<file path="src/design/uhtr_pkg.sv">
// uhtr_pkg: shared types, pid codes and status codes for the usb host
// transaction retry block; no dependencies

package uhtr_pkg;

    // operation codes of a command word
    localparam logic OP_START   = 1'b0;
    localparam logic OP_OUTCOME = 1'b1;

    // usb pid codes
    localparam logic [3:0] PID_NONE  = 4'd0;
    localparam logic [3:0] PID_OUT   = 4'd1;
    localparam logic [3:0] PID_ACK   = 4'd2;
    localparam logic [3:0] PID_DATA0 = 4'd3;
    localparam logic [3:0] PID_IN    = 4'd9;
    localparam logic [3:0] PID_NAK   = 4'd10;
    localparam logic [3:0] PID_DATA1 = 4'd11;
    localparam logic [3:0] PID_SETUP = 4'd13;
    localparam logic [3:0] PID_STALL = 4'd14;

    localparam logic [15:0] NAK_FOREVER = 16'hFFFF;

    // attempts allowed for silent or toggle-mismatch responses (1 to 3)
    localparam logic [1:0] MAX_ATTEMPTS = 2'd3;

    typedef logic [2:0] status_t;

    localparam status_t STATUS_OK          = 3'd0;
    localparam status_t STATUS_STALL       = 3'd1;
    localparam status_t STATUS_NAK_DONE    = 3'd2;
    localparam status_t STATUS_UNEXPECTED  = 3'd3;
    localparam status_t STATUS_NO_COMPLETE = 3'd4;
    localparam status_t STATUS_RETRY_DONE  = 3'd5;
    localparam status_t STATUS_BAD_TOKEN   = 3'd6;

    typedef struct packed {
        logic        operation;
        logic [3:0]  start_pid;
        logic [3:0]  endpoint;
        logic        toggle;
        logic [15:0] nak_budget;
        logic        completed;
        logic        toggle_ok;
        logic [3:0]  response_pid;
    } cmd_t;

    typedef struct packed {
        logic        finished;
        logic [3:0]  issue_pid;
        logic [3:0]  issue_endpoint;
        logic        issue_toggle;
        status_t     status;
        logic [3:0]  last_response;
    } rsp_t;

    // status seen by the top level for checking
    typedef struct packed {
        logic busy;
        logic fire;
        logic res_valid;
        logic res_finished;
    } ctl_t;

endpackage

</file>
<file path="src/design/uhtr_cmd_if.sv">
// uhtr_cmd_if: valid/ready channel carrying one command word
// depends on nothing

interface uhtr_cmd_if;
    logic        valid;
    logic        ready;
    logic        operation;
    logic [3:0]  start_pid;
    logic [3:0]  endpoint;
    logic        toggle;
    logic [15:0] nak_budget;
    logic        completed;
    logic        toggle_ok;
    logic [3:0]  response_pid;

    modport source (
        output valid, operation, start_pid, endpoint, toggle, nak_budget,
               completed, toggle_ok, response_pid,
        input  ready
    );

    modport sink (
        input  valid, operation, start_pid, endpoint, toggle, nak_budget,
               completed, toggle_ok, response_pid,
        output ready
    );
endinterface

</file>
<file path="src/design/uhtr_rsp_if.sv">
// uhtr_rsp_if: valid/ready channel carrying one result word
// depends on nothing

interface uhtr_rsp_if;
    logic        valid;
    logic        ready;
    logic        finished;
    logic [3:0]  issue_pid;
    logic [3:0]  issue_endpoint;
    logic        issue_toggle;
    logic [2:0]  status;
    logic [3:0]  last_response;

    modport source (
        output valid, finished, issue_pid, issue_endpoint, issue_toggle,
               status, last_response,
        input  ready
    );

    modport sink (
        input  valid, finished, issue_pid, issue_endpoint, issue_toggle,
               status, last_response,
        output ready
    );
endinterface

</file>
<file path="src/design/uhtr_in_stage.sv">
// uhtr_in_stage: input register for command words
// depends on uhtr_pkg and uhtr_cmd_if

module uhtr_in_stage
    import uhtr_pkg::*;
(
    input  logic      clk,
    input  logic      rst_n,
    uhtr_cmd_if.sink  cmd,
    input  logic      advance,
    output logic      item_valid,
    output cmd_t      item
);

    logic valid_reg;
    logic valid_next;
    cmd_t item_reg;

    assign cmd.ready  = !valid_reg || advance;
    assign valid_next = (cmd.valid && cmd.ready) || (valid_reg && !advance);

    always_ff @(posedge clk or negedge rst_n)
    begin
        if (!rst_n)
        begin
            valid_reg <= 1'b0;
        end
        else
        begin
            valid_reg <= valid_next;
        end
    end

    // payload register, no reset
    always_ff @(posedge clk)
    begin
        if (cmd.valid && cmd.ready)
        begin
            item_reg.operation    <= cmd.operation;
            item_reg.start_pid    <= cmd.start_pid;
            item_reg.endpoint     <= cmd.endpoint;
            item_reg.toggle       <= cmd.toggle;
            item_reg.nak_budget   <= cmd.nak_budget;
            item_reg.completed    <= cmd.completed;
            item_reg.toggle_ok    <= cmd.toggle_ok;
            item_reg.response_pid <= cmd.response_pid;
        end
    end

    assign item_valid = valid_reg;
    assign item       = item_reg;

endmodule

</file>
<file path="src/design/uhtr_decide.sv">
// uhtr_decide: transaction state and per-word decision logic
// depends on uhtr_pkg

module uhtr_decide
    import uhtr_pkg::*;
(
    input  logic clk,
    input  logic rst_n,
    input  logic fire,
    input  cmd_t item,
    output logic res_valid,
    output rsp_t res,
    output logic busy
);

    logic        busy_reg, busy_next;
    logic [3:0]  token_reg, token_next;
    logic [3:0]  endpoint_reg, endpoint_next;
    logic        toggle_reg, toggle_next;
    logic [15:0] nak_left_reg, nak_left_next;
    logic [1:0]  attempts_reg, attempts_next;

    always_comb
    begin
        logic        do_issue;
        logic        do_done;
        logic        do_retry;
        status_t     st;
        logic [3:0]  resp;
        logic [3:0]  want;
        logic [1:0]  att_inc;

        busy_next     = busy_reg;
        token_next    = token_reg;
        endpoint_next = endpoint_reg;
        toggle_next   = toggle_reg;
        nak_left_next = nak_left_reg;
        attempts_next = attempts_reg;
        do_issue      = 1'b0;
        do_done       = 1'b0;
        do_retry      = 1'b0;
        st            = STATUS_OK;
        resp          = item.response_pid;
        want          = toggle_reg ? PID_DATA1 : PID_DATA0;
        att_inc       = attempts_reg + 2'd1;

        if (item.operation == OP_START)
        begin
            token_next    = item.start_pid;
            endpoint_next = item.endpoint;
            toggle_next   = item.toggle;
            nak_left_next = item.nak_budget;
            attempts_next = 2'd0;
            busy_next     = 1'b1;
            do_issue      = 1'b1;
        end
        else if (busy_reg)
        begin
            if (!item.completed)
            begin
                do_done = 1'b1;
                st      = STATUS_NO_COMPLETE;
                resp    = PID_NONE;
            end
            else if (item.toggle_ok)
            begin
                do_done = 1'b1;
                st      = STATUS_OK;
            end
            else if (item.response_pid == PID_STALL)
            begin
                do_done = 1'b1;
                st      = STATUS_STALL;
            end
            else if (item.response_pid == PID_NAK)
            begin
                if (nak_left_reg == 16'd0)
                begin
                    do_done = 1'b1;
                    st      = STATUS_NAK_DONE;
                end
                else
                begin
                    if (nak_left_reg != NAK_FOREVER)
                    begin
                        nak_left_next = nak_left_reg - 16'd1;
                    end
                    do_issue = 1'b1;
                end
            end
            else if (token_reg == PID_SETUP || token_reg == PID_OUT)
            begin
                if (item.response_pid == PID_ACK)
                begin
                    do_done = 1'b1;
                    st      = STATUS_OK;
                end
                else if (item.response_pid != PID_NONE)
                begin
                    do_done = 1'b1;
                    st      = STATUS_UNEXPECTED;
                end
                else
                begin
                    do_retry = 1'b1;
                end
            end
            else if (token_reg == PID_IN)
            begin
                if (item.response_pid == want)
                begin
                    do_done = 1'b1;
                    st      = STATUS_OK;
                end
                else if (item.response_pid == PID_DATA0 || item.response_pid == PID_DATA1
                         || item.response_pid == PID_NONE)
                begin
                    do_retry = 1'b1;
                end
                else
                begin
                    do_done = 1'b1;
                    st      = STATUS_UNEXPECTED;
                end
            end
            else
            begin
                do_done = 1'b1;
                st      = STATUS_BAD_TOKEN;
            end

            // silent or wrong-toggle response costs one attempt
            if (do_retry)
            begin
                attempts_next = att_inc;
                if (att_inc >= MAX_ATTEMPTS)
                begin
                    do_done = 1'b1;
                    st      = STATUS_RETRY_DONE;
                end
                else
                begin
                    do_issue = 1'b1;
                end
            end
        end

        if (do_done)
        begin
            busy_next = 1'b0;
        end

        res_valid = do_issue || do_done;
        if (do_done)
        begin
            res.finished       = 1'b1;
            res.issue_pid      = 4'd0;
            res.issue_endpoint = 4'd0;
            res.issue_toggle   = 1'b0;
            res.status         = st;
            res.last_response  = resp;
        end
        else
        begin
            res.finished       = 1'b0;
            res.issue_pid      = token_next;
            res.issue_endpoint = endpoint_next;
            res.issue_toggle   = toggle_next;
            res.status         = STATUS_OK;
            res.last_response  = 4'd0;
        end
    end

    always_ff @(posedge clk or negedge rst_n)
    begin
        if (!rst_n)
        begin
            busy_reg     <= 1'b0;
            token_reg    <= 4'd0;
            endpoint_reg <= 4'd0;
            toggle_reg   <= 1'b0;
            nak_left_reg <= 16'd0;
            attempts_reg <= 2'd0;
        end
        else if (fire)
        begin
            busy_reg     <= busy_next;
            token_reg    <= token_next;
            endpoint_reg <= endpoint_next;
            toggle_reg   <= toggle_next;
            nak_left_reg <= nak_left_next;
            attempts_reg <= attempts_next;
        end
    end

    assign busy = busy_reg;

endmodule

</file>
<file path="src/design/uhtr_out_fifo.sv">
// uhtr_out_fifo: two-word result buffer driving the response channel
// depends on uhtr_pkg and uhtr_rsp_if

module uhtr_out_fifo
    import uhtr_pkg::*;
(
    input  logic      clk,
    input  logic      rst_n,
    input  logic      push,
    input  rsp_t      push_data,
    output logic      full,
    output logic [1:0] count,
    uhtr_rsp_if.source rsp
);

    rsp_t       mem [2];
    logic       wr_ptr_reg, wr_ptr_next;
    logic       rd_ptr_reg, rd_ptr_next;
    logic [1:0] count_reg, count_next;
    logic       pop;
    rsp_t       head;

    assign pop         = rsp.valid && rsp.ready;
    assign wr_ptr_next = push ? !wr_ptr_reg : wr_ptr_reg;
    assign rd_ptr_next = pop ? !rd_ptr_reg : rd_ptr_reg;

    always_comb
    begin
        count_next = count_reg;
        if (push && !pop)
        begin
            count_next = count_reg + 2'd1;
        end
        else if (pop && !push)
        begin
            count_next = count_reg - 2'd1;
        end
    end

    always_ff @(posedge clk or negedge rst_n)
    begin
        if (!rst_n)
        begin
            wr_ptr_reg <= 1'b0;
            rd_ptr_reg <= 1'b0;
            count_reg  <= 2'd0;
        end
        else
        begin
            wr_ptr_reg <= wr_ptr_next;
            rd_ptr_reg <= rd_ptr_next;
            count_reg  <= count_next;
        end
    end

    always_ff @(posedge clk)
    begin
        if (push)
        begin
            mem[wr_ptr_reg] <= push_data;
        end
    end

    assign head = mem[rd_ptr_reg];

    assign full               = (count_reg == 2'd2);
    assign count              = count_reg;
    assign rsp.valid          = (count_reg != 2'd0);
    assign rsp.finished       = head.finished;
    assign rsp.issue_pid      = head.issue_pid;
    assign rsp.issue_endpoint = head.issue_endpoint;
    assign rsp.issue_toggle   = head.issue_toggle;
    assign rsp.status         = head.status;
    assign rsp.last_response  = head.last_response;

endmodule

</file>
<file path="src/design/usb_host_transaction_retry.sv">
// usb_host_transaction_retry: top level of the host transaction retry block
// depends on uhtr_pkg, uhtr_cmd_if, uhtr_rsp_if, uhtr_in_stage, uhtr_decide,
// uhtr_out_fifo

// Host-side usb transaction handler. A start word latches token pid,
// endpoint, data toggle and a nak budget (all ones is unlimited) and answers
// with an issue-token word. Each outcome word is decided against the stored
// transaction: the block either finishes with a status (ok, stall, nak budget
// exhausted, unexpected response, no completion, retries exhausted, bad
// token) or issues the same token again. A nak spends budget; a silent
// response or a wrong data toggle on an in token spends one of three
// attempts. An outcome word while idle gives no result; a start word while
// busy abandons the running transaction. One word is taken every clock while
// the result buffer is not full: the word lands in an input register, and
// the decision logic runs it against the stored transaction and writes a
// two-word result buffer that drives rsp. The buffer keeps cmd moving while
// a result waits; cmd stalls only when both buffer entries are occupied and
// the input register holds a word.

module usb_host_transaction_retry
    import uhtr_pkg::*;
(
    input  logic       clk,
    input  logic       rst_n,
    uhtr_cmd_if.sink   cmd,
    uhtr_rsp_if.source rsp
);

    logic       item_valid;
    cmd_t       item;
    logic       advance;
    logic       fifo_full;
    logic [1:0] fifo_count;
    logic       res_valid;
    rsp_t       res;
    logic       busy;
    ctl_t       ctl;

    // decision runs whenever a word is held and the buffer has room for a possible result
    assign advance = item_valid && !fifo_full;

    uhtr_in_stage u_in_stage (
        .clk        (clk),
        .rst_n      (rst_n),
        .cmd        (cmd),
        .advance    (advance),
        .item_valid (item_valid),
        .item       (item)
    );

    uhtr_decide u_decide (
        .clk       (clk),
        .rst_n     (rst_n),
        .fire      (advance),
        .item      (item),
        .res_valid (res_valid),
        .res       (res),
        .busy      (busy)
    );

    uhtr_out_fifo u_out_fifo (
        .clk       (clk),
        .rst_n     (rst_n),
        .push      (advance && res_valid),
        .push_data (res),
        .full      (fifo_full),
        .count     (fifo_count),
        .rsp       (rsp)
    );

    // grouped control view for the checks below
    assign ctl.busy         = busy;
    assign ctl.fire         = advance;
    assign ctl.res_valid    = res_valid;
    assign ctl.res_finished = res.finished;

    // a start word always leaves a transaction running
    a_start_busy: assert property (@(posedge clk) disable iff (!rst_n)
        ctl.fire && item.operation == OP_START |=> ctl.busy)
        else $error("start word did not open a transaction");

    // a finishing result always closes the transaction
    a_done_idle: assert property (@(posedge clk) disable iff (!rst_n)
        ctl.fire && ctl.res_valid && ctl.res_finished |=> !ctl.busy)
        else $error("finished result left transaction busy");

    // the result buffer never overfills
    a_fifo_bound: assert property (@(posedge clk) disable iff (!rst_n)
        fifo_count != 2'd3)
        else $error("result buffer overflow");

    // an outcome while idle never produces a result
    a_idle_quiet: assert property (@(posedge clk) disable iff (!rst_n)
        ctl.fire && !ctl.busy && item.operation == OP_OUTCOME |-> !ctl.res_valid)
        else $error("result produced for outcome while idle");

endmodule
</file>
<file path="src/flat_wrapper.sv">
// flat-port wrapper written by rule: the top's interface ports become plain ports
module usb_host_transaction_retry_flat import uhtr_pkg::*;
  (clk, rst_n, cmd_valid, cmd_operation, cmd_start_pid, cmd_endpoint, cmd_toggle, cmd_nak_budget, cmd_completed, cmd_toggle_ok, cmd_response_pid, cmd_ready, rsp_valid, rsp_finished, rsp_issue_pid, rsp_issue_endpoint, rsp_issue_toggle, rsp_status, rsp_last_response, rsp_ready);
  uhtr_cmd_if cmd_i ();
  uhtr_rsp_if rsp_i ();
  input  logic clk;
  input  logic rst_n;
  input wire logic [$bits(cmd_i.valid)-1:0] cmd_valid;
  input wire logic [$bits(cmd_i.operation)-1:0] cmd_operation;
  input wire logic [$bits(cmd_i.start_pid)-1:0] cmd_start_pid;
  input wire logic [$bits(cmd_i.endpoint)-1:0] cmd_endpoint;
  input wire logic [$bits(cmd_i.toggle)-1:0] cmd_toggle;
  input wire logic [$bits(cmd_i.nak_budget)-1:0] cmd_nak_budget;
  input wire logic [$bits(cmd_i.completed)-1:0] cmd_completed;
  input wire logic [$bits(cmd_i.toggle_ok)-1:0] cmd_toggle_ok;
  input wire logic [$bits(cmd_i.response_pid)-1:0] cmd_response_pid;
  output wire logic [$bits(cmd_i.ready)-1:0] cmd_ready;
  output wire logic [$bits(rsp_i.valid)-1:0] rsp_valid;
  output wire logic [$bits(rsp_i.finished)-1:0] rsp_finished;
  output wire logic [$bits(rsp_i.issue_pid)-1:0] rsp_issue_pid;
  output wire logic [$bits(rsp_i.issue_endpoint)-1:0] rsp_issue_endpoint;
  output wire logic [$bits(rsp_i.issue_toggle)-1:0] rsp_issue_toggle;
  output wire logic [$bits(rsp_i.status)-1:0] rsp_status;
  output wire logic [$bits(rsp_i.last_response)-1:0] rsp_last_response;
  input wire logic [$bits(rsp_i.ready)-1:0] rsp_ready;
  assign cmd_i.valid = cmd_valid;
  assign cmd_i.operation = cmd_operation;
  assign cmd_i.start_pid = cmd_start_pid;
  assign cmd_i.endpoint = cmd_endpoint;
  assign cmd_i.toggle = cmd_toggle;
  assign cmd_i.nak_budget = cmd_nak_budget;
  assign cmd_i.completed = cmd_completed;
  assign cmd_i.toggle_ok = cmd_toggle_ok;
  assign cmd_i.response_pid = cmd_response_pid;
  assign cmd_ready = cmd_i.ready;
  assign rsp_valid = rsp_i.valid;
  assign rsp_finished = rsp_i.finished;
  assign rsp_issue_pid = rsp_i.issue_pid;
  assign rsp_issue_endpoint = rsp_i.issue_endpoint;
  assign rsp_issue_toggle = rsp_i.issue_toggle;
  assign rsp_status = rsp_i.status;
  assign rsp_last_response = rsp_i.last_response;
  assign rsp_i.ready = rsp_ready;
  usb_host_transaction_retry u_core (.clk(clk), .rst_n(rst_n), .cmd(cmd_i), .rsp(rsp_i));
endmodule
</file>
<file path="config.mk">
export PLATFORM = sky130hd
export DESIGN_NAME = usb_host_transaction_retry_flat
export DESIGN_NICKNAME = d
export VERILOG_FILES = /design/src/design/uhtr_pkg.sv /design/src/design/uhtr_cmd_if.sv /design/src/design/uhtr_rsp_if.sv /design/src/design/uhtr_in_stage.sv /design/src/design/uhtr_decide.sv /design/src/design/uhtr_out_fifo.sv /design/src/design/usb_host_transaction_retry.sv /design/src/flat_wrapper.sv
export SDC_FILE = /design/constraint.sdc
export NUM_CORES = 1
export LEC_CHECK = 0
export BUFFER_PORTS_ARGS = -buffer_cell sky130_fd_sc_hd__clkbuf_2
export CAP_MARGIN = 20
export CELL_PAD_IN_SITES_DETAIL_PLACEMENT = 0
export CELL_PAD_IN_SITES_GLOBAL_PLACEMENT = 1
export CORE_MARGIN = 4
export CORE_UTILIZATION = 35
export CTS_CLUSTER_DIAMETER = 100
export DETAILED_ROUTE_END_ITERATION = 6
export PLACE_DENSITY = 0.63
export SYNTH_ARGS = -nofsm -noshare
export SYNTH_HDL_FRONTEND = slang
export SYNTH_SLANG_ARGS = --single-unit
</file>
<file path="constraint.sdc">
create_clock -name clk -period 4.2 [get_ports clk]
set_input_delay 0.21 -clock clk [delete_from_list [all_inputs] [get_ports clk]]
set_output_delay 0.21 -clock clk [all_outputs]
set_load 0.05 [all_outputs]
</file>
# Word-level counts from Yosys, hierarchy flattened
# Memory sizes are Yosys's and may differ from the RTL's.
# Index checks and enable logic that the tools add are counted.
# word_totals
reg_bits	65
latchBits	0
mem_bits_rw	34
romBits	0
output_inout_bits	19
mem_count	1
# op_classes
add_sub_neg	4
n_mul	0
div	0
magnitude_cmp	1
n_eq_ne	20
n_shift	0
mux	76
n_bitwise	0
n_reduce_logical	28
# mem_list
name	words	width	read_ports	rd_clocked_by_memory_dff	wr	line_no	rtl
u_core.u_out_fifo.mem	2	17	1	0	1	uhtr_out_fifo.sv:16	rsp_t mem [2];
# ops
op	count
$mux W16	8
$mux W1	41
$mux W3	10
$mux W4	6
$eq A4 B4 Y1 const B	5
$mux W2	10
$ne A2 B2 Y1 const B	9
$mux W17	1
$logic_not A16 Y1	1
$ne A16 B16 Y1 const B	1
$sub A16 B1 Y16 const B	1
$eq A4 B2 Y1 const B	2
$reduce_and A8 Y1	1
$logic_and A1 B1 Y1	7
$logic_not A1 Y1	7
$logic_or A1 B1 Y1	6
$add A2 B1 Y2 const B	2
$eq A4 B1 Y1 const B	1
$eq A4 B4 Y1	1
$logic_not A4 Y1	1
$reduce_bool A2 Y1	2
$reduce_bool A4 Y1	1
$reduce_and A3 Y1	1
$eq A2 B2 Y1 const B	1
3 further kinds	3

# Depth between registers and ports, before layout
# depth
depth_word	22
ltp_mapped	8

# Cells and area by module
# A second synthesis with hierarchy kept.
# hier_totals
cells_unflattened	362
hier_area_um2	4554.4
# by_module_without_submodules
module	n_inst	cells_each	area_each_um2
uhtr_decide	1	255	2054.5
uhtr_out_fifo	1	69	1470.2
uhtr_in_stage	1	36	1014.7
usb_host_transaction_retry	1	2	15.0

# Least setup slack after synthesis
# No wires, ideal clock.
# synth_timing
kind	flip-flop to flip-flop
startpoint	register u_core.u_in_stage.item_reg, in the netlist u_core.u_in_stage.item[3]
endpoint	memory u_core.u_out_fifo.mem[0][0] (netlist bit) (data pin)
t_arrival_ns	1.954
path_slack_ns	1.988
path_stages_with_launch	7
n_path_buf	1
path_cell_list	edfxtp_1 > buf_6 > or3_4 > or4b_4 > o31a_1 > o2111a_2 > and3_1
# synth_lines
item	line_no	rtl
from (decl)	uhtr_in_stage.sv:17	cmd_t item_reg;
to (decl)	uhtr_out_fifo.sv:16	

==> impl_metrics.tcl <==
set metrics [dict create \
    antenna_found_initial 0 \
    vias 2970 \
    path_clk_slew_ns 0.07 \
    ys_top_cells_by_area "edfxtp_1 (44%), dfrtp_1 (18%), mux2_2 (4.5%)" \
    synth_top_area_cell "edfxtp_1" \
    area_growth_syn_to_layout_pct 16.3 \
    critPathLaunchType "register" \
    slew_headroom_pct 29.9 \
    r2r_start "u_core.u_in_stage.item[3]" \
    finalPower_mw 3.75 \
    endpoint_kind "register" \
    crit_chain "or3_4, or4b_4, o31a_1, o2111a_2, and3_1" \
    drtIter0Drc 193 \
    synth_cells 363 \
    clockBufferDepth 2 \
    ctsHoldBuffers 0 \
    powerDensity_mw_per_mm2 714 \
    cts_root_buf "clkbuf_16" \
    yosysMostFrequentCell "edfxtp_1" \
    worst_slew_pin_slew_ns 1.05 \
    maxSlewViolCount 0 \
    ctsResizeCount 0 \
    cts_buffers 9 \
    finClkSkew_ns 0.0116 \
    die_area_mm2 0.0148 \
    synth_edf_count 66 \
    cp_data_required_time_ns 4.29 \
    status "finished with violations" \
    worst-path-buf-inv 0 \
    yosysTopAreaCellShare_pct 43.9 \
    max_freq_mhz 399 \
    synth-seq-cells 99 \
    arrival_ns 2.59 \
    avgRoutedWirePerCell_um 15.9 \
    insertedDiodeCount 0 \
    clk-insertion-delay-late_ns 0.35 \
    htree_levels 3 \
    start_util_pct 35.8 \
    p_leak_nw 2.05 \
    ys_top_cells_by_count "edfxtp_1 (66), nand2_1 (40), dfrtp_1 (33)" \
    cp_slowest_stage_delay_ns 0.51 \
    die_y_um 122 \
    syn_area_mm2 0.00451 \
    yosysSeqAreaShare_pct 62.2 \
    finalSetupViolCount 0 \
    hpwlAfterDp_um 6450 \
    core_area_mm2 0.0126 \
    drt_pass1_iterations 4 \
    rows 41 \
    io_pins 55 \
    layout.nets 458 \
    drv_cap 0 \
    ir_worst_vdd_uv 231 \
    port_buffers 54 \
    cts_sinks 99 \
    critPathSlowestCell "edfxtp_1" \
    violations "negative hold slack" \
    largest_reg_flops 34 \
    drcViolationCount 0 \
    die_x_um 122 \
    synth_cell_types 60 \
    gp_congestion 0.763 \
    timing.hold.ws_ns -0.0224 \
    ant_nets 0 \
    cts_tree "done" \
    hold_path.class "in -> async" \
    grt_max_degree 38 \
    grt_use_total_pct 13.6 \
    post-cts-setup-buffers 0 \
    wirelength_um 9450 \
    hold_viol 33 \
    fillers 1207 \
    cp_top_family "simple AND/OR/NAND/NOR gates" \
    tns_ns 0 \
    period_minus_slack_ns 2.51 \
    async_flop_share_pct 33.3 \
    overflow 0 \
    grt_pass1_vias 2945 \
    yosysWarnings 0 \
    rsz0062_at_grt "false" \
    synth_fp_nets 404 \
    syn_avg_cell_area_um2 12.4 \
    cp_max_fo 18 \
    worstSetupStartpoint "u_core.u_in_stage.item[3]" \
    crit_type "reg -> reg" \
    synth_flop_cell "edfxtp_1" \
    grt_first_pass_wirelength_um 15400 \
    finalCritPeriodShare_pct 59.7 \
    drive_gt1_share_pct 24.4 \
    via_per_inst 5.00 \
]
==> cell families (layout without fill, tap and decap cells) <==
family	count (synthesis)	count (layout)	synth area share, %
AND/OR/NAND/NOR	136	136	15.9
flip-flops	99	99	62.2
AO/OA/AOI/OAI	60	60	9.35
multiplexers	29	29	6.96
buffers and inverters	26	85	2.61
XOR/XNOR	7	7	1.36
adder cells (fa/ha/maj)	6	6	1.61
==> final timing paths <==
check | slack [ns] | cells after the start | end
worst max-delay path | 1.69 | 5 | u_core.u_out_fifo.mem[0][0]
worst min-delay path | -0.02 | 1 | u_core.u_decide.endpoint_reg[0]
worst max register to register | 1.69 | 5 | u_core.u_out_fifo.mem[0][0]
worst min register to register | 0.47 | 2 | u_core.u_decide.token_reg[1]
max in group asynchronous | 3.67 | 1 | u_core.u_decide.busy
min in group clk | 0.03 | 1 | u_core.u_in_stage.item[17]
==> metal layers <==
metal	GRT usage (%)	part of all wire [%]	vias to the layer above
li1	-	-	1471
met1	18.1	47	1424
met2	21.1	47	63
met3	3.62	3.6	12
met4	6.02	2.1	0
met5	0	0	-
==> per-stage QoR <==
stage / instance area (um^2) / setup WS [ns] / hold WS, ns / utilization [%] / cells
2_1_floorplan: 4510 / 1.99 / -0.0856 / - / 363
4_1_cts: 5250 / 1.69 / 0.0126 / 41.6 / 594
3_5_place_dp: 4950 / 1.71 / 0.389 / 39.3 / 578
3_3_place_gp: 4950 / 1.74 / 0.380 / 39.3 / 578
6_report: 5250 / 1.69 / -0.0224 / 41.6 / 594
5_1_grt: 5250 / 1.52 / 0.0131 / 41.6 / 594
==> report_power, final <==
part	internal, mW	total (mW)	leakage [nW]	switching [mW]
combinational	0.438	1.27	0.886	0.836
clock	0.459	0.813	0.139	0.354
sequential	1.39	1.66	1.03	0.269
==> area by class of cell <==
class / count / area, um^2 / area share [%]
inverter: 10 / 37.5 / 0.715
tap: 172 / 215 / 4.10
sequential: 99 / 2810 / 53.5
clock buffer: 9 / 225 / 4.29
multi-input combinational: 238 / 1590 / 30.2
timing repair buffer: 59 / 308 / 5.87
clock inverter: 7 / 67.6 / 1.29
==> placed cells by master (no fill, tap or decap), types with 9 or more instances in the layout <==
cell type and count:
edfxtp_1 66, nand3_1 11, nor2_1 30, mux2_2 18, dfrtp_1 33, a21oi_1 14
clkbuf_16 9, mux2i_1 10, nand2_1 40, o21ai_0 11, inv_1 10, clkbuf_2 54
Power figures use the tool's default switching activity.
